--- config.mk ---
export PLATFORM = sky130hd
export DESIGN_NAME = rpe_cfg
export DESIGN_NICKNAME = d
export VERILOG_FILES = /design/src/rtl/rpe_pkg.sv /design/src/rtl/rpe_cfg.sv
export SDC_FILE = /design/constraint.sdc
export NUM_CORES = 1
export LEC_CHECK = 0
export ABC_AREA = 1
export BUFFER_PORTS_ARGS = -buffer_cell sky130_fd_sc_hd__buf_2
export CAP_MARGIN = 25
export CORE_MARGIN = 4
export CORE_UTILIZATION = 25
export CTS_CLUSTER_DIAMETER = 100
export DETAILED_ROUTE_END_ITERATION = 10
export GPL_ROUTABILITY_DRIVEN = 0
export GPL_TIMING_DRIVEN = 1
export PLACE_DENSITY_LB_ADDON = 0.05
export SYNTH_ARGS = -nofsm -noshare
export SYNTH_HDL_FRONTEND = slang
export SYNTH_SLANG_ARGS = --single-unit
--- constraint.sdc ---
create_clock -name i_clk -period 2.9 [get_ports i_clk]
set_input_delay 0.145 -clock i_clk [delete_from_list [all_inputs] [get_ports i_clk]]
set_output_delay 0.145 -clock i_clk [all_outputs]
set_load 0.1 [all_outputs]
--- src/rtl/rpe_pkg.sv ---
package rpe_pkg;

    localparam int DATA_WIDTH     = 16;
    localparam int COEF_WIDTH     = 16;
    localparam int COEF_FRAC_BITS = 14;
    localparam int INDEX_WIDTH    = 7;
    localparam int HD_REG_W       = 8;
    localparam int SEQ_REG_W      = 13;
    localparam int HD_W           = 10;
    localparam int SL_W           = 17;
    localparam int PROD_W         = DATA_WIDTH + COEF_WIDTH;
    localparam int SUM_W          = PROD_W + 2;
    localparam int Q_W            = SUM_W - COEF_FRAC_BITS;
    localparam int CFG_ADDR_W     = 4;
    localparam int CFG_DATA_W     = 32;

    localparam logic [1:0] REG_HEAD_DIM    = 2'd0;
    localparam logic [1:0] REG_SEQ_LEN     = 2'd1;
    localparam logic [1:0] REG_ROTATED_LEN = 2'd2;
    localparam logic [1:0] REG_INTERLEAVED = 2'd3;

    localparam logic [HD_REG_W-1:0]  HEAD_DIM_RST    = 8'd64;
    localparam logic [SEQ_REG_W-1:0] SEQ_LEN_RST     = 13'd256;
    localparam logic [SEQ_REG_W-1:0] ROTATED_LEN_RST = 13'd256;

    localparam logic signed [SUM_W-1:0] ROUND_HALF = SUM_W'(1) <<< (COEF_FRAC_BITS - 1);
    localparam logic signed [Q_W-1:0]   Q_MAX      = Q_W'((1 << (DATA_WIDTH - 1)) - 1);
    localparam logic signed [Q_W-1:0]   Q_MIN      = ~Q_MAX;

    typedef struct packed {
        logic [HD_W-1:0] hd;
        logic [HD_W-1:0] half;
        logic [SL_W-1:0] sl;
        logic [SL_W-1:0] prefix;
        logic            interleaved;
    } t_cfg;

    typedef struct packed {
        logic [DATA_WIDTH-1:0] x;
        logic [COEF_WIDTH-1:0] sin;
        logic [COEF_WIDTH-1:0] cos;
    } t_front;

    typedef struct packed {
        logic                   pass;
        logic [INDEX_WIDTH-1:0] idx;
        logic [INDEX_WIDTH-1:0] fidx;
        logic                   done;
    } t_item;

    typedef struct packed {
        logic                  sat;
        logic [DATA_WIDTH-1:0] value;
    } t_res;

    function automatic t_res round_sat(input logic signed [SUM_W-1:0] sum);
        logic signed [SUM_W-1:0] v;
        logic signed [Q_W-1:0]   q;
        t_res                    r;
        v = sum + ROUND_HALF;
        q = v[SUM_W-1:COEF_FRAC_BITS];
        if (q > Q_MAX) begin
            r.sat   = 1'b1;
            r.value = Q_MAX[DATA_WIDTH-1:0];
        end else if (q < Q_MIN) begin
            r.sat   = 1'b1;
            r.value = Q_MIN[DATA_WIDTH-1:0];
        end else begin
            r.sat   = 1'b0;
            r.value = q[DATA_WIDTH-1:0];
        end
        return r;
    endfunction

endpackage

--- src/rtl/rpe_cfg.sv ---
module rpe_cfg #(
    parameter int MAX_HEAD_DIM = 128,
    parameter int MAX_SEQ_LEN  = 4096
) (
    input  logic                              i_clk,
    input  logic                              i_rst_n,
    input  logic                              psel,
    input  logic                              penable,
    input  logic                              pwrite,
    input  logic [rpe_pkg::CFG_ADDR_W-1:0]    paddr,
    input  logic [rpe_pkg::CFG_DATA_W-1:0]    pwdata,
    output logic [rpe_pkg::CFG_DATA_W-1:0]    prdata,
    output logic                              pready,
    output rpe_pkg::t_cfg                     o_cfg
);
    import rpe_pkg::*;

    localparam logic [HD_W-1:0] HD_MAX = HD_W'(MAX_HEAD_DIM);
    localparam logic [SL_W-1:0] SL_MAX = SL_W'(MAX_SEQ_LEN);

    logic [HD_REG_W-1:0]  r_head_dim;
    logic [SEQ_REG_W-1:0] r_seq_len;
    logic [SEQ_REG_W-1:0] r_rotated_len;
    logic                 r_interleaved;

    logic [1:0]      reg_sel;
    logic            wr_en;
    logic [HD_W-1:0] hd_raw;
    logic [HD_W-1:0] hd_clip;
    logic [HD_W-1:0] hd_even;
    logic [HD_W-1:0] hd_eff;
    logic [SL_W-1:0] sl_raw;
    logic [SL_W-1:0] sl_min;
    logic [SL_W-1:0] sl_eff;
    logic [SL_W-1:0] rot_len;

    assign reg_sel = paddr[3:2];
    assign wr_en   = psel && penable && pwrite;
    assign pready  = 1'b1;

    always_ff @(posedge i_clk) begin
        if (!i_rst_n) begin
            r_head_dim    <= HEAD_DIM_RST;
            r_seq_len     <= SEQ_LEN_RST;
            r_rotated_len <= ROTATED_LEN_RST;
            r_interleaved <= 1'b0;
        end else if (wr_en) begin
            unique case (reg_sel)
                REG_HEAD_DIM:    r_head_dim    <= pwdata[HD_REG_W-1:0];
                REG_SEQ_LEN:     r_seq_len     <= pwdata[SEQ_REG_W-1:0];
                REG_ROTATED_LEN: r_rotated_len <= pwdata[SEQ_REG_W-1:0];
                REG_INTERLEAVED: r_interleaved <= pwdata[0];
                default:         r_interleaved <= r_interleaved;
            endcase
        end
    end

    always_comb begin
        unique case (reg_sel)
            REG_HEAD_DIM:    prdata = CFG_DATA_W'(r_head_dim);
            REG_SEQ_LEN:     prdata = CFG_DATA_W'(r_seq_len);
            REG_ROTATED_LEN: prdata = CFG_DATA_W'(r_rotated_len);
            REG_INTERLEAVED: prdata = CFG_DATA_W'(r_interleaved);
            default:         prdata = '0;
        endcase
    end

    // Out-of-range settings are folded into legal ones here.
    assign hd_raw  = HD_W'(r_head_dim);
    assign hd_clip = (hd_raw > HD_MAX) ? HD_MAX : hd_raw;
    assign hd_even = {hd_clip[HD_W-1:1], 1'b0};
    assign hd_eff  = (hd_even < HD_W'(2)) ? HD_W'(2) : hd_even;

    assign sl_raw  = SL_W'(r_seq_len);
    assign sl_min  = (sl_raw == '0) ? SL_W'(1) : sl_raw;
    assign sl_eff  = (sl_min > SL_MAX) ? SL_MAX : sl_min;
    assign rot_len = SL_W'(r_rotated_len);

    assign o_cfg.hd          = hd_eff;
    assign o_cfg.half        = hd_eff >> 1;
    assign o_cfg.sl          = sl_eff;
    assign o_cfg.prefix      = (rot_len >= sl_eff) ? '0 : sl_eff - rot_len;
    assign o_cfg.interleaved = r_interleaved;

endmodule

### Yosys cells after proc, flatten, opt, wreduce, memory -nomap -nowiden

Cells that the tools add are included.

* register bits: 35
* bits in latches: 0
* bits in writable memories: 0
* bits in read-only memories: 0
* output and inout bits: 88
* word-level logic and storage cells: 26
* memories: 0

* add/sub/neg operators: 1
* multipliers: 0
* div/mod/pow operators: 0
* magnitude comparators: 4
* eq/ne operators: 3
* shift-type cells: 0
* muxes and demuxes: 6
* bitwise logic cells: 0
* reductions and logical operators: 8

Operators with widths (number)
* 32-bit case mux with 4 select lines: 1
* 13-bit two-way mux: 2
* 17-bit zero test: 1
* 17-bit two-way mux: 1
* 8-bit two-way mux: 2
* 13-bit by 13-bit subtractor with 14-bit output: 1
* 13-bit >= comparator: 1
* 13-bit greater-than comparator (second input constant): 1
* 8-bit greater-than comparator (second input constant): 1
* 8-bit by 2-bit < comparator with 1-bit output (second input constant): 1
* 2-bit AND reduction: 4
* 2-bit equality test (second input constant): 2
* 2-bit by 1-bit equality test with 1-bit output (second input constant): 1
* 1-bit logical AND: 2
* 2-bit zero test: 1

### Logic depth before layout (Yosys ltp)

Gate-level depths: netlist of the first run.

* word-level depth: 6
* depth in mapped cells: 18
* mapped depth without buffers: 17

### Worst setup path before layout of the first run

OpenSTA, ideal clock, no wires.

* kind: register to output
* start point: reg r_seq_len[2]
* end point: out o_cfg[15] (netlist bit)
* arrival: 5.097 ns
* required time: 2.755 ns
* path slack: -2.342 ns
* stages on the path, launching flop included: 18
* path buffers: 2
* cells stage by stage: dfxtp_1 inv_1 nand4_1 nor2_1 nand3_1 nand2_1 inv_1 clkbuf_1 nor2_1 ha_1 nand3_1 nand3_1 nand2_1 nand2_1 nand3_1 nand2_1 nor2_1 buf_4

RTL lines
* start: declaration: RTL line rpe_cfg.sv:22 `logic [SEQ_REG_W-1:0] r_seq_len;`
* start signal: assignment: RTL line rpe_cfg.sv:50 `REG_SEQ_LEN: r_seq_len <= pwdata[SEQ_REG_W-1:0];`
* end: declaration: RTL line rpe_cfg.sv:14 `output rpe_pkg::t_cfg o_cfg`

==> results of run 1 <==
metrics by stage:
step | instance area, sq um | TNS [ns] | utilization
floorplan | 3443 | -4.772 | -
global placement | 3938 | 0 | 0.3434
detailed placement | 3938 | 0 | 0.3434
CTS | 4279 | -0.006399 | 0.3732
global route | 4544 | -1.733 | 0.3963
finish | 4544 | 0 | 0.3963
worst min path at each step:
stage	to	cells past startpoint	slack (ns)	start
4_1_cts	r_seq_len[8]	3	0.11	pwdata[8]
3_3_place_gp	r_rotated_len[8]	3	0.40	pwdata[8]
6_report	r_seq_len[8]	3	0.12	pwdata[8]
5_1_grt	r_seq_len[12]	3	0.14	pwdata[12]
2_1_floorplan	r_head_dim[6]	2	0.28	pwdata[6]
3_5_place_dp	r_seq_len[8]	3	0.41	pwdata[8]
final cells by class:
class                   count  area [sq um]
fillers                  1229          6923
multi-input cells         299          2268
repair buffers            110         969.7
flip-flops and latches     35         704.4
inverters                  74         285.3
well taps                 143         178.9
clock buffers               7         132.6
clock inverters             1         5.005
flip-flops by register name (all words and copies together) (netlist names):
register	cells
r_rotated_len	13
r_seq_len	13
r_head_dim	8
r_interleaved	1
cell families after synthesis:
logic type                 count (synthesis)  synth area share
adders and majority gates                 17           0.07508
and+or+nand+nor                          152            0.2338
DFF                                       35            0.2389
xor gates and xnor gates                   7           0.02090
other                                      2          0.002561
AOI/OAI and AO/OA                         93            0.1975
buffers and inverters                    128            0.2312
synthesized netlist by cell type (all sizes together):
cell and instances:
nand2 78, inv 74, buf 48, nor2 47, a21oi 43, dfxtp 35, o21ai 33, ha 16
nand3 15, o221ai 7, clkbuf 6, nand4 6, o22ai 5, xnor2 5, nor3 4, o211ai 3
conb 2, xor2 2, and2 1, fa 1, nand3b 1, o2111ai 1, o21bai 1
routing by layer:
metal  routed length, microns  up-vias  part of all wire  track usage
li1                         -     1505                 -            -
met1                     4329     1305              0.48       0.1834
met2                     4163       71              0.46       0.2128
met3                      469        8             0.052      0.03057
met4                       59        0            0.0065      0.02320
met5                        0        -                 0            0
power breakdown:
part           switching, W  total [W]  internal, W
sequential       0.00000522   0.000497     0.000492
clock              0.000197   0.000514     0.000317
combinational      0.000958    0.00138     0.000418
total               0.00116    0.00239      0.00123
repair_timing:
| item | 4_1_cts | 5_1_grt |
|---|---|---|
| setup buffers | 11 | 9 |
| endpoints found under the setup margin | 17 | 17 |
| pin swaps | 27 | 35 |
| gates cloned | 1 | 0 |
| resized for setup | 24 | 46 |
worst min-delay path, cell delays in order:
cell and delay, ns:
sky130_fd_sc_hd__buf_2 0.10, sky130_fd_sc_hd__nand2_1 0.05, sky130_fd_sc_hd__o211ai_1 0.07
==> results.toml, run 1 <==
[outcome]
outcome = "finished, final reports clean"

[logic_synthesis]
post_synth.cell_area_avg_sq_um = 6.758
syn_inst = 434
post_synth_instance_area_sq_mm = 0.002933
flip_flop_and_latch_count_after_synthesis = 35
synth.distinct_cells = 34
synth.top_cells.by_area = "sky130_fd_sc_hd__dfxtp_1, sky130_fd_sc_hd__buf_4, sky130_fd_sc_hd__nand2_1, sky130_fd_sc_hd__inv_1, sky130_fd_sc_hd__ha_1"
post-synth-top-area-fraction = 0.2389
synth_top_area_cell = "sky130_fd_sc_hd__dfxtp_1"
yosys_warnings = 0
ys_seq_area_frac = 0.2389

[drt]
drt_drc_violations_left = 0
drt_first_iter_violations = 137
wirelength_microns = 9021
detail_route.wl_per_cell_microns = 13.48
detailedRoute.firstPassIterationCount = 5
ant_nets = 0
detailed_route_via_count = 2889
dr_vias_cell = 4.318

[global_route]
overflow = 0
grt_max_degree = 36
antenna_violations_before_repair = 0
grt_util_all_layers = 0.1323
wire_length_of_the_first_global_routing_pass_microns = 14000
number_of_global_route_vias_before_repair = 2753

[critical_path]
cp_data_arrival_time_ns = 2.71
crit_path_max_incr_delay_ns = 0.32
most_frequent_cp_cell = "sky130_fd_sc_hd__buf_12"
worst_r2r_startpoint = "r_seq_len[12]"
worstSetupPathDepth = 18
setup.reg_to_reg.worst_slack_ns = 2.14
setup.worst_path.start_class = "flip-flop"
critical_path.endpoint_type = "primary output"
setup.worst_path.end = "o_cfg[13]"
setup.worst_path.start = "r_seq_len[2]"
crit_required_ns = 2.76
critical_path_peak_fanout = 6
worstReg2RegEnd = "r_seq_len[12]"
worstRegToRegCells = 2
worstSetupPathType = "flip-flop to primary output"
cp_cell_sequence = "inv_2 > nand4_1 > nor2_2 > nand3_2 > nand2_2 > inv_4 > buf_12 > nor2_4 > buf_6 > ha_4 > nand2_4 > nor3_2 > nand2_2 > nand2_4 > nand2_8 > buf_12 > a21oi_4 > buf_12"
worst_path_max_delay_cell = "sky130_fd_sc_hd__dfxtp_2"
critical_path.n_buffers_inverters = 6
crit_family = "simple AND/OR/NAND/NOR gates"

[timing]
layout_worst_path_cycle_share = 0.9860
timing.final.ws_setup_ns = 0.04071
drv_slew = 0
finClkSkew_ns = 0
hold_slack_ns = 0.1234
timing.final.setup_violations = 0
min_period_ns = 2.859
max_slew_margin = 0.5461
unrepaired_setup_endpoints_after_global_routing = "true"
transition_time_of_the_tightest_slew_check_pin_ns = 0.6809
fmaxAchievable_ghz = 0.3497
hold_viol = 0

[finish]
finalNetCount = 583
layout.cells.most_common = "sky130_fd_sc_hd__buf_2"
area_delta_synth_final_pct = 54.95
antennaDiodeCount = 0
layoutNonFillerInstCount = 669
drive_above_1_share = 0.4848
layout_common_cells = "sky130_fd_sc_hd__buf_2, sky130_fd_sc_hd__inv_1, sky130_fd_sc_hd__nand2_1, sky130_fd_sc_hd__dfxtp_1, sky130_fd_sc_hd__conb_1"

[clock_tree]
deepest_level_of_the_cts_h_tree = 2
clk_path_buf_depth = 2
numClockSinks = 35
tritoncts = "yes"
clock_latency_ns = 0.28
holdBufCountCts = 0
tritoncts_buffer_count = 5
cts-root-buf = "sky130_fd_sc_hd__clkbuf_16"
clkTransAtPathRegs_ns = 0.05

[place]
place_hpwl_microns = 7285
placed_cells = 640
place.port_buffers = 77
preCtsSetupSlack_ns = 0.1220

[power]
total_power_consumption_of_the_routed_design_w = 0.002387
pwr_density_cell_mw_per_mm2 = 525.3
power.ir.vdd_worst_uv = 224.4
total_leakage_power_nw = 2.010

[die]
floorplan.io_pins = 129
core-area_sq_mm = 0.01147
initial_core_util = 0.2558
dieArea_sq_mm = 0.01353
row_count = 39
chipHeight_microns = 116.3
fp.dieW_microns = 116.3

[hold_path]
min_path_type = "input pin to flip-flop"

[run]
max-cap-violations = 0
Note: power is estimated with default switching activity, not from simulation.
==> inputs of run 2 (changes only) <==
Settings changed: REMOVE_ABC_BUFFERS set to 1.
==> run 2 against run 1 <==
  * Cell area decreased by 0.80%
  * Sequential cell count unchanged
  * Die area unchanged
  * Global-route usage is 0.15 points higher
  * The run now ends with setup timing left
  * Clock power rose by 12%
  * Register-to-register slack worse by 0.02 ns
  * Highest routed layer unchanged
  * Critical path type unchanged
==> results.toml, run 2 (synthesized netlist as in run 1, its figures left out) <==
[drt]
detailedRoute.firstPassIterationCount = 4
detail_route.wl_per_cell_microns = 13.47
ant_nets = 0
drt_drc_violations_left = 0
detailed_route_via_count = 2996
drt_first_iter_violations = 72
dr_vias_cell = 4.374
wirelength_microns = 9227

[critical_path]
worstReg2RegEnd = "r_seq_len[12]"
setup.reg_to_reg.worst_slack_ns = 2.12
worst_path_max_delay_cell = "sky130_fd_sc_hd__dfxtp_2"
cp_cell_sequence = "inv_2 > nand4_1 > nor2_2 > nand3_2 > nand2_4 > clkinvlp_4 > buf_12 > nor2_4 > ha_4 > buf_6 > a21oi_4 > o21bai_4 > a21oi_2 > nand2_1 > nor2_1 > buf_4 > buf_12"
setup.worst_path.start_class = "flip-flop"
critical_path.endpoint_type = "primary output"
critical_path.n_buffers_inverters = 6
crit_family = "buffers and inverters"
most_frequent_cp_cell = "sky130_fd_sc_hd__buf_12"
critical_path_peak_fanout = 6
cp_data_arrival_time_ns = 2.83
crit_required_ns = 2.76
worstRegToRegCells = 3
worst_r2r_startpoint = "r_seq_len[12]"
crit_path_max_incr_delay_ns = 0.31
worstSetupPathType = "flip-flop to primary output"

[power]
pwr_density_cell_mw_per_mm2 = 531.6
power.ir.vdd_worst_uv = 287.0
total_leakage_power_nw = 2.042
total_power_consumption_of_the_routed_design_w = 0.002396

[clock_tree]
tritoncts = "yes"
numClockSinks = 35
clock_latency_ns = 0.28
clkTransAtPathRegs_ns = 0.06
clk_path_buf_depth = 2
deepest_level_of_the_cts_h_tree = 2
tritoncts_buffer_count = 5
cts-root-buf = "sky130_fd_sc_hd__clkbuf_16"
holdBufCountCts = 0

[die]
core-area_sq_mm = 0.01147
floorplan.io_pins = 129
dieArea_sq_mm = 0.01353
initial_core_util = 0.2558
fp.dieW_microns = 116.3
chipHeight_microns = 116.3
row_count = 39

[hold_path]
worst_hold_path.endpoint = "r_seq_len[8]"
min_path_cells = 3
min_from = "pwdata[8]"
min_path_type = "input pin to flip-flop"

[place]
placed_cells = 660
place.port_buffers = 77
preCtsSetupSlack_ns = 0.02601
place_hpwl_microns = 7355

[timing]
transition_time_of_the_tightest_slew_check_pin_ns = 0.6832
unrepaired_setup_endpoints_after_global_routing = "true"
hold_viol = 0
fmaxAchievable_ghz = 0.3367
finClkSkew_ns = 0
drv_slew = 0
timing.final.setup_violations = 12
layout_worst_path_cycle_share = 1.024
min_period_ns = 2.970
timing.final.ws_setup_ns = -0.07032
max_slew_margin = 0.5446

[outcome]
outcome = "complete, but fails checks"
violated_checks = "setup timing"

[global_route]
wire_length_of_the_first_global_routing_pass_microns = 14280
overflow = 0
grt_max_degree = 36
antenna_violations_before_repair = 0
number_of_global_route_vias_before_repair = 2871
grt_util_all_layers = 0.1338

[finish]
layoutNonFillerInstCount = 685
layout_common_cells = "sky130_fd_sc_hd__inv_1, sky130_fd_sc_hd__buf_2, sky130_fd_sc_hd__nand2_1, sky130_fd_sc_hd__buf_4, sky130_fd_sc_hd__dfxtp_1"
finalNetCount = 599
drive_above_1_share = 0.4557
area_delta_synth_final_pct = 53.71
antennaDiodeCount = 0
layout_top_registers = "r_rotated_len x13, r_seq_len x13, r_head_dim x8"

[run]
max-cap-violations = 0
-- run 2: cell count changes in the layout (fill, tap and decap cells not counted), sizes merged --
cell	previous run	this run
buf	110	125
clkinv	1	0
inv	74	73
clkbuf	7	8
clkinvlp	0	2
-- run 2: final cells by class --
| type | count | area [sq um] |
|---|---|---|
| clock buffers | 8 | 156.4 |
| fillers | 1222 | 6959 |
| inverters | 74 | 284.0 |
| multi-input cells | 299 | 2126 |
| flip-flops and latches | 35 | 703.2 |
| well taps | 143 | 178.9 |
| repair buffers | 125 | 1052 |
| repair inverters | 1 | 7.507 |
-- run 2: routing by layer --
metal,wire length [microns],up-vias,GRT usage
met5,0,-,0
met4,53,0,0.02552
met3,501,5,0.03212
met2,4384,71,0.2201
met1,4288,1386,0.1797
li1,-,1534,-
-- run 2: worst max path at each step --
stage                     slack, ns           from        end  depth (start not counted)
after CTS                     -0.08   r_seq_len[3]  o_cfg[16]                         18
after global routing          -0.25  r_seq_len[10]  o_cfg[11]                         20
after floorplan               -5.67  r_seq_len[12]  o_cfg[14]                         11
after detailed placement       0.03  r_seq_len[11]   o_cfg[5]                         16
final                         -0.07  r_seq_len[10]  o_cfg[15]                         17
after global placement         0.02  r_seq_len[11]  o_cfg[15]                         18
-- run 2: metrics by stage --
| step | hold WS (ns) | area, sq um | util | TNS (ns) |
|---|---|---|---|---|
| global placement | 0.3968 | 3700 | 0.3226 | 0 |
| CTS | 0.1008 | 4305 | 0.3755 | -0.6417 |
| floorplan | 0.2436 | 2640 | - | -56.25 |
| detailed placement | 0.3967 | 3700 | 0.3226 | 0 |
| finish | 0.1043 | 4508 | 0.3931 | -0.4389 |
| global route | 0.1222 | 4508 | 0.3931 | -3.829 |
-- run 2: repair_timing --
| action | in CTS | in global routing |
|---|---|---|
| gates resized for setup | 76 | 34 |
| buffers inserted | 9 | 7 |
| setup endpoints to repair | 17 | 17 |
| pin swaps | 21 | 21 |
| gates cloned | 1 | 0 |
-- run 2: tightest hold or removal path, stage by stage --
cell and delay [ns]:
sky130_fd_sc_hd__buf_2 0.09, sky130_fd_sc_hd__nand2_1 0.05, sky130_fd_sc_hd__o211ai_1 0.06
-- run 2: power breakdown --
| group | total [W] | internal, W | switching [W] |
|---|---|---|---|
| logic | 0.00132 | 0.000389 | 0.000935 |
| clock network | 0.000576 | 0.000366 | 0.000210 |
| registers | 0.000496 | 0.000492 | 0.00000457 |
